### src/rtl/core/cspa_pkg.sv
`default_nettype none

package cspa_pkg;

	localparam int RefW    = 63;
	localparam int PeriodW = 30;
	localparam int AdjW    = 32;
	localparam int ErrW    = 31;
	localparam int IntW    = 32;
	localparam int DqW     = 64;
	localparam int HalfW   = DqW / 2;
	localparam int CntW    = $clog2(DqW);

	localparam logic [RefW-1:0]    SyncOffset  = RefW'(50000);
	localparam logic [PeriodW-1:0] PropDiv     = PeriodW'(100);
	localparam logic [PeriodW-1:0] IntDiv      = PeriodW'(20);
	localparam logic [PeriodW-1:0] PeriodReset = PeriodW'(2000000);

	// reciprocals for the two constant divisions, exact for 32-bit magnitudes
	localparam logic [HalfW-1:0]   PropRecip   = HalfW'(32'h51EB851F);
	localparam int                 PropShift   = 37;
	localparam logic [HalfW-1:0]   IntRecip    = HalfW'(32'hCCCCCCCD);
	localparam int                 IntShift    = 36;

endpackage

`default_nettype wire

### src/rtl/core/clock_sync_pi_adjust.sv
// the result follows 64 remainder steps, then the fold, the two reciprocal
// multiplications and the finish; a new item is taken only in the idle state,
// once the last one has left the finish step; the remainder is a bit-per-cycle
// shift-subtract, and a stalled result holds the finish step and with it the input
// reset: arst_n clears the integrator to zero, the period to 2000000 ns
// and empties the output register
`default_nettype none

module clock_sync_pi_adjust (
	input  wire logic                                clk,
	input  wire logic                                arst_n,
	input  wire logic                                cfg_wr_en,
	input  wire logic [cspa_pkg::PeriodW-1:0]        cfg_wr_data,
	input  wire logic                                in_valid,
	output      logic                                in_stall,
	input  wire logic [cspa_pkg::RefW-1:0]           reference_time,
	output      logic                                out_valid,
	input  wire logic                                out_stall,
	output      logic signed [cspa_pkg::AdjW-1:0]    time_adjust,
	output      logic signed [cspa_pkg::ErrW-1:0]    phase_error
);
	import cspa_pkg::*;

	typedef enum logic [2:0] {
		ST_IDLE,
		ST_MOD,
		ST_FOLD,
		ST_PDIV,
		ST_IDIV,
		ST_FIN
	} state_t;

	state_t                     state_q;
	logic [PeriodW-1:0]         period_q;
	logic signed [IntW-1:0]     int_q;
	logic [DqW-1:0]             dq_q;
	logic [PeriodW-1:0]         rem_q;
	logic [CntW-1:0]            cnt_q;
	logic                       neg_q;
	logic signed [ErrW-1:0]     err_q;
	logic [HalfW-1:0]           qa_q;
	logic [HalfW-1:0]           qi_q;
	logic                       out_valid_q;
	logic signed [AdjW-1:0]     adj_q;
	logic signed [ErrW-1:0]     perr_q;

	logic [PeriodW-1:0]         p_eff;
	logic [PeriodW:0]           shifted;
	logic [PeriodW:0]           diff;
	logic                       ge;
	logic [PeriodW-1:0]         rem_n;
	logic                       ref_neg;
	logic [DqW-1:0]             ref_mag;
	logic signed [ErrW-1:0]     err_n;
	logic [HalfW-1:0]           err_mag;
	logic [HalfW-1:0]           int_mag;
	logic [HalfW-1:0]           mul_a;
	logic [HalfW-1:0]           mul_b;
	logic [DqW-1:0]             prod;
	logic [HalfW-1:0]           quo;
	logic [AdjW-1:0]            term_p;
	logic [AdjW-1:0]            term_i;
	logic                       in_xfer;
	logic                       out_xfer;

	assign p_eff    = (period_q == '0) ? PeriodW'(1) : period_q;
	assign in_stall = (state_q != ST_IDLE);
	assign in_xfer  = in_valid && !in_stall;
	assign out_xfer = out_valid_q && !out_stall;

	// shift-subtract step of the remainder
	always_comb begin
		shifted = {rem_q, dq_q[DqW-1]};
		diff    = shifted - {1'b0, p_eff};
		ge      = (shifted >= {1'b0, p_eff});
		rem_n   = ge ? diff[PeriodW-1:0] : shifted[PeriodW-1:0];
	end

	always_comb begin
		ref_neg = (reference_time < SyncOffset);
		ref_mag = ref_neg ? DqW'(SyncOffset - reference_time)
			: DqW'(reference_time - SyncOffset);
	end

	// fold a remainder above half the period for a non-negative dividend, else apply the dividend's sign
	always_comb begin
		if (!neg_q && (rem_q > (p_eff >> 1)))
			err_n = ErrW'({1'b0, rem_q}) - ErrW'({1'b0, p_eff});
		else if (neg_q)
			err_n = -ErrW'({1'b0, rem_q});
		else
			err_n = ErrW'({1'b0, rem_q});
	end

	always_comb begin
		err_mag = err_q[ErrW-1] ? HalfW'(-err_q) : HalfW'(err_q);
		err_mag[HalfW-1] = 1'b0;
		int_mag = int_q[IntW-1] ? HalfW'(-int_q) : HalfW'(int_q);
		term_p  = err_q[ErrW-1] ? AdjW'(qa_q) : -AdjW'(qa_q);
		term_i  = int_q[IntW-1] ? AdjW'(qi_q) : -AdjW'(qi_q);
	end

	// one multiplier for both constant divisions, by reciprocal
	always_comb begin
		if (state_q == ST_PDIV) begin
			mul_a = err_mag;
			mul_b = PropRecip;
		end else begin
			mul_a = int_mag;
			mul_b = IntRecip;
		end
		prod = DqW'(mul_a) * DqW'(mul_b);
		quo  = (state_q == ST_PDIV) ? HalfW'(prod >> PropShift) : HalfW'(prod >> IntShift);
	end

	always_ff @(posedge clk or negedge arst_n) begin
		if (!arst_n) begin
			state_q     <= ST_IDLE;
			period_q    <= PeriodReset;
			int_q       <= '0;
			out_valid_q <= 1'b0;
		end else begin
			if (cfg_wr_en)
				period_q <= cfg_wr_data;
			if (out_xfer && state_q != ST_FIN)
				out_valid_q <= 1'b0;
			unique case (state_q)
				ST_IDLE: begin
					if (in_xfer) begin
						dq_q    <= ref_mag;
						neg_q   <= ref_neg;
						rem_q   <= '0;
						cnt_q   <= CntW'(DqW - 1);
						state_q <= ST_MOD;
					end
				end
				ST_MOD: begin
					dq_q  <= {dq_q[DqW-2:0], ge};
					rem_q <= rem_n;
					cnt_q <= cnt_q - CntW'(1);
					if (cnt_q == '0)
						state_q <= ST_FOLD;
				end
				ST_FOLD: begin
					err_q <= err_n;
					// sign integrator, saturating at the 32-bit limits
					if (err_n > 0 && int_q != {1'b0, {(IntW-1){1'b1}}})
						int_q <= int_q + IntW'(1);
					else if (err_n < 0 && int_q != {1'b1, {(IntW-1){1'b0}}})
						int_q <= int_q - IntW'(1);
					state_q <= ST_PDIV;
				end
				ST_PDIV: begin
					qa_q    <= quo;
					state_q <= ST_IDIV;
				end
				ST_IDIV: begin
					qi_q    <= quo;
					state_q <= ST_FIN;
				end
				ST_FIN: begin
					if (!out_valid_q || !out_stall) begin
						adj_q       <= term_p + term_i;
						perr_q      <= err_q;
						out_valid_q <= 1'b1;
						state_q     <= ST_IDLE;
					end
				end
				default: state_q <= ST_IDLE;
			endcase
		end
	end

	assign out_valid   = out_valid_q;
	assign time_adjust = adj_q;
	assign phase_error = perr_q;

	a_int_step: assert property (@(posedge clk) disable iff (!arst_n)
		(int_q != $past(int_q)) |->
		((int_q - $past(int_q)) == IntW'(1) || (int_q - $past(int_q)) == {IntW{1'b1}}))
		else $error("integrator moved by more than one step");

	a_rem_bound: assert property (@(posedge clk) disable iff (!arst_n)
		(state_q == ST_MOD) |-> (rem_q < p_eff))
		else $error("partial remainder not below period");

	a_start: assert property (@(posedge clk) disable iff (!arst_n)
		in_xfer |=> (state_q == ST_MOD))
		else $error("input transfer did not start the remainder");

	a_out_src: assert property (@(posedge clk) disable iff (!arst_n)
		$rose(out_valid_q) |-> ($past(state_q) == ST_FIN))
		else $error("result shown outside finish step");

endmodule

`default_nettype wire

### config.mk
export PLATFORM = sky130hd
export DESIGN_NAME = clock_sync_pi_adjust
export DESIGN_NICKNAME = d
export VERILOG_FILES = /design/src/rtl/core/cspa_pkg.sv /design/src/rtl/core/clock_sync_pi_adjust.sv
export SDC_FILE = /design/constraint.sdc
export NUM_CORES = 2
export LEC_CHECK = 0
export ABC_AREA = 1
export BUFFER_PORTS_ARGS = -buffer_cell sky130_fd_sc_hd__clkbuf_2
export CORE_MARGIN = 3
export CORE_UTILIZATION = 60
export CTS_CLUSTER_DIAMETER = 40
export DETAILED_ROUTE_END_ITERATION = 12
export GPL_TIMING_DRIVEN = 1
export HOLD_SLACK_MARGIN = 0.1
export PLACE_DENSITY = 0.77
export SYNTH_ARGS = -nofsm -noshare
export SYNTH_HDL_FRONTEND = slang
export SYNTH_SLANG_ARGS = --single-unit
### constraint.sdc
create_clock -name clk -period 11.27 [get_ports clk]
set_input_delay 1.127 -clock clk [delete_from_list [all_inputs] [get_ports clk]]
set_output_delay 1.127 -clock clk [all_outputs]
set_load 0.005 [all_outputs]
==> reports/metrics.yaml <==
grt:
  grt_pass1_wl_um: 249000
  grt_usage_pct: 36.4
  antenna_found_initial: 2
  grt_max_degree: 108
  gr-total-overflow: 0
  grt_pass1_vias: 44201
synthesis:
  ys_seq_elements: 317
  synth_top_area_share_pct: 25.3
  synth_top_area_cell: "fa_1"
  yosysSeqAreaShare_pct: 18.0
  synth.distinct_cells: 64
  synth_area_um2: 51200
  async_flop_share_pct: 20.8
  synth-main-ff-cell: "edfxtp_1"
  synth_edf_count: 251
  syn_inst: 6382
  synth_area_leaders: "fa_1 (25%), edfxtp_1 (15%), ha_1 (14%)"
  synth.avg_cell_area_um2: 8.02
  synth-warning-count: 0
floorplan:
  die_y_um: 298
  dieWidth_um: 298
  die_area_um2: 88900
  ios: 163
  placementRows: 106
  core_area_um2: 84100
  initial_core_util_pct: 60.9
critical_path:
  slowest_delay_ns: 0.66
  slowest_stage: "fa_1"
  r2r_cells: 40
  crit_required_ns: 11.61
  critPathArrivalTime_ns: 10.82
  end_kind: "flop"
  crit_type: "flop to flop"
  crit_path_start_kind: "flop"
  path_common_cell: "inv_1"
  worstPathMaxFanout: 9
cts:
  clk_pin_slew_ns: 0.06
  root_buffer: "clkbuf_16"
  cts_tree: "yes"
  clk_path_buf_depth: 3
  clock-sinks: 317
  clock_latency_ns: 0.64
  cts_max_level: 2
  cts_buffers: 58
detailed_routing:
  drtAntennaViolNets: 0
  routed_wl_um: 160000
  drt_iter0_drc: 3467
  vias: 43053
  avgRoutedWirePerCell_um: 20.5
  dr.pass1.iters: 8
  drc: 0
  viasPerCell: 5.53
sta:
  rsz0062_at_grt: "no"
  relSlewSlack_pct: 21.6
  setup_viol: 0
  finalHoldViolations: 0
  fin_skew_ns: 0.0258
  fin_crit_ns: 10.47
  tightest_slew_ns: 1.17
  fmax_mhz: 95.5
  fin_tns_setup_ns: 0
  min_period_over_period_pct: 92.9
  drv_slew: 0
placed_design:
  gp_congestion: 1.02
  dp_hpwl_um: 135000
  io_buffer_count: 162
layout:
  fillers: 7315
  antenna_cells: 0
  area_delta_synth_final_pct: 8.97
  fin_nets: 7934
  layout-drive-gt1-share_pct: 6.53
run:
  maxCapViolCount: 0
status:
  outcome: "completed"
min_path:
  hold_path.class: "input port to asynchronous set/reset pin"
## worst max-delay path, delay by kind of cell (launching register included)
kind / cells / cell delay, ns
AO/OA/AOI/OAI: 5 / 1.12
flip-flops: 1 / 0.39
adder cells (fa/ha/maj): 9 / 4.58
buffers and inverters: 11 / 1.07
XOR/XNOR: 1 / 0.19
AND/OR/NAND/NOR: 14 / 2.82
## flip-flops by register name, indices dropped and copies added, names as in the netlist
register and flops:
err_q 31, rem_q 30, neg_q 1, int_q 32, cnt_q 6, qa_q 28
phase_error 31, state_q 3, out_valid 1, qi_q 28, period_q 30, time_adjust 32
dq_q 64
## path summary, 6_finish.rpt
path	startpoint	endpoint	slack [ns]
max in group asynchronous	arst_n	int_q[4]	9.86
min in group clk	err_q[1]	phase_error[1]	0.46
hold reg to reg	err_q[1]	phase_error[1]	0.46
setup reg to reg	err_q[0]	qa_q[23]	0.80
hold / removal	arst_n	period_q[2]	0.41
setup / recovery	err_q[0]	qa_q[23]	0.80
## cell usage in the layout, fill, tap and decap left out, drive strengths merged, types with 56 or more instances in the layout
cell type / Yosys / layout
inv: 1668 / 1685
ha: 580 / 580
dfrtp: 59 / 59
o21ai: 324 / 324
xnor2: 106 / 106
nand4: 56 / 56
a21oi: 258 / 258
nor3: 108 / 108
buf: 28 / 84
nand3: 185 / 185
edfxtp: 251 / 251
xor2: 148 / 148
nor2: 581 / 581
clkbuf: 61 / 224
nand2: 1066 / 1066
fa: 647 / 647
## metal layers
metal | part of all wire [%] | global-route usage [%] | vias to the layer above
li1 | - | - | 20274
met1 | 40 | 45.7 | 20756
met2 | 48 | 61.8 | 1604
met3 | 6.1 | 4.75 | 415
met4 | 6.1 | 18.7 | 4
met5 | 0.017 | 0 | -
## cell usage after synthesis (all sizes together), types with 2 or more instances
| cell | number |
|---|---|
| o2111ai | 3 |
| a211oi | 5 |
| o211ai | 17 |
| xor2 | 148 |
| edfxtp | 251 |
| nor4 | 37 |
| a21boi | 7 |
| and2 | 4 |
| a2111oi | 3 |
| nor3 | 108 |
| or2 | 16 |
| mux2i | 3 |
| xnor2 | 106 |
| o21a | 16 |
| conb | 2 |
| nand3b | 10 |
| o21bai | 14 |
| inv | 1668 |
| ha | 580 |
| nor3b | 3 |
| dfstp | 7 |
| o21ai | 324 |
| fa | 647 |
| and3 | 5 |
| dfrtp | 59 |
| nand3 | 185 |
| buf | 28 |
| o41ai | 3 |
| o31ai | 14 |
| o311ai | 3 |
| or4 | 2 |
| a31o | 2 |
| a31oi | 39 |
| o221ai | 2 |
| a21o | 15 |
| nand2 | 1066 |
| a221oi | 4 |
| clkbuf | 61 |
| nor2 | 581 |
| a21oi | 258 |
| o22ai | 14 |
| nand4 | 56 |
## per-stage QoR
stage	util (%)	std cells	setup WS [ns]	hold slack, ns	instance area [um^2]
2_1_floorplan	-	6393	2.09	0.426	51200
3_3_place_gp	63.9	7683	0.930	0.430	53700
3_5_place_dp	63.9	7683	0.668	0.443	53700
4_1_cts	66.3	7792	0.624	0.389	55800
5_1_grt	66.4	7792	0.0585	0.404	55800
6_report	66.4	7792	0.798	0.407	55800
## cell type report
type	instances	area, um^2	share of cell area [%]
repair buffers	245	1440	2.57
multi-input cells	4318	35400	63.5
clock buffers	63	1490	2.67
inverters	1669	6260	11.2
well taps	1134	1420	2.54
clock inverters	46	563	1.01
flip-flops and latches	317	9200	16.5
## timing repair
item,CTS,global route
hold buffers,0,0
buffers inserted,0,0
gates resized for setup,0,3
endpoints found under the setup margin,0,14
## cells by family after synthesis
family / synth area share [%]
buffers and inverters: 13.0
XOR/XNOR: 4.34
AO/OA/AOI/OAI: 8.28
adder cells (fa/ha/maj): 39.5
other: 0.0147
AND/OR/NAND/NOR: 16.8
flip-flops: 18.0
multiplexers: 0.0586
Power is left out: the tool's default activity adds up to more than one toggle a clock period on the data nets, which glitch-free logic cannot reach.
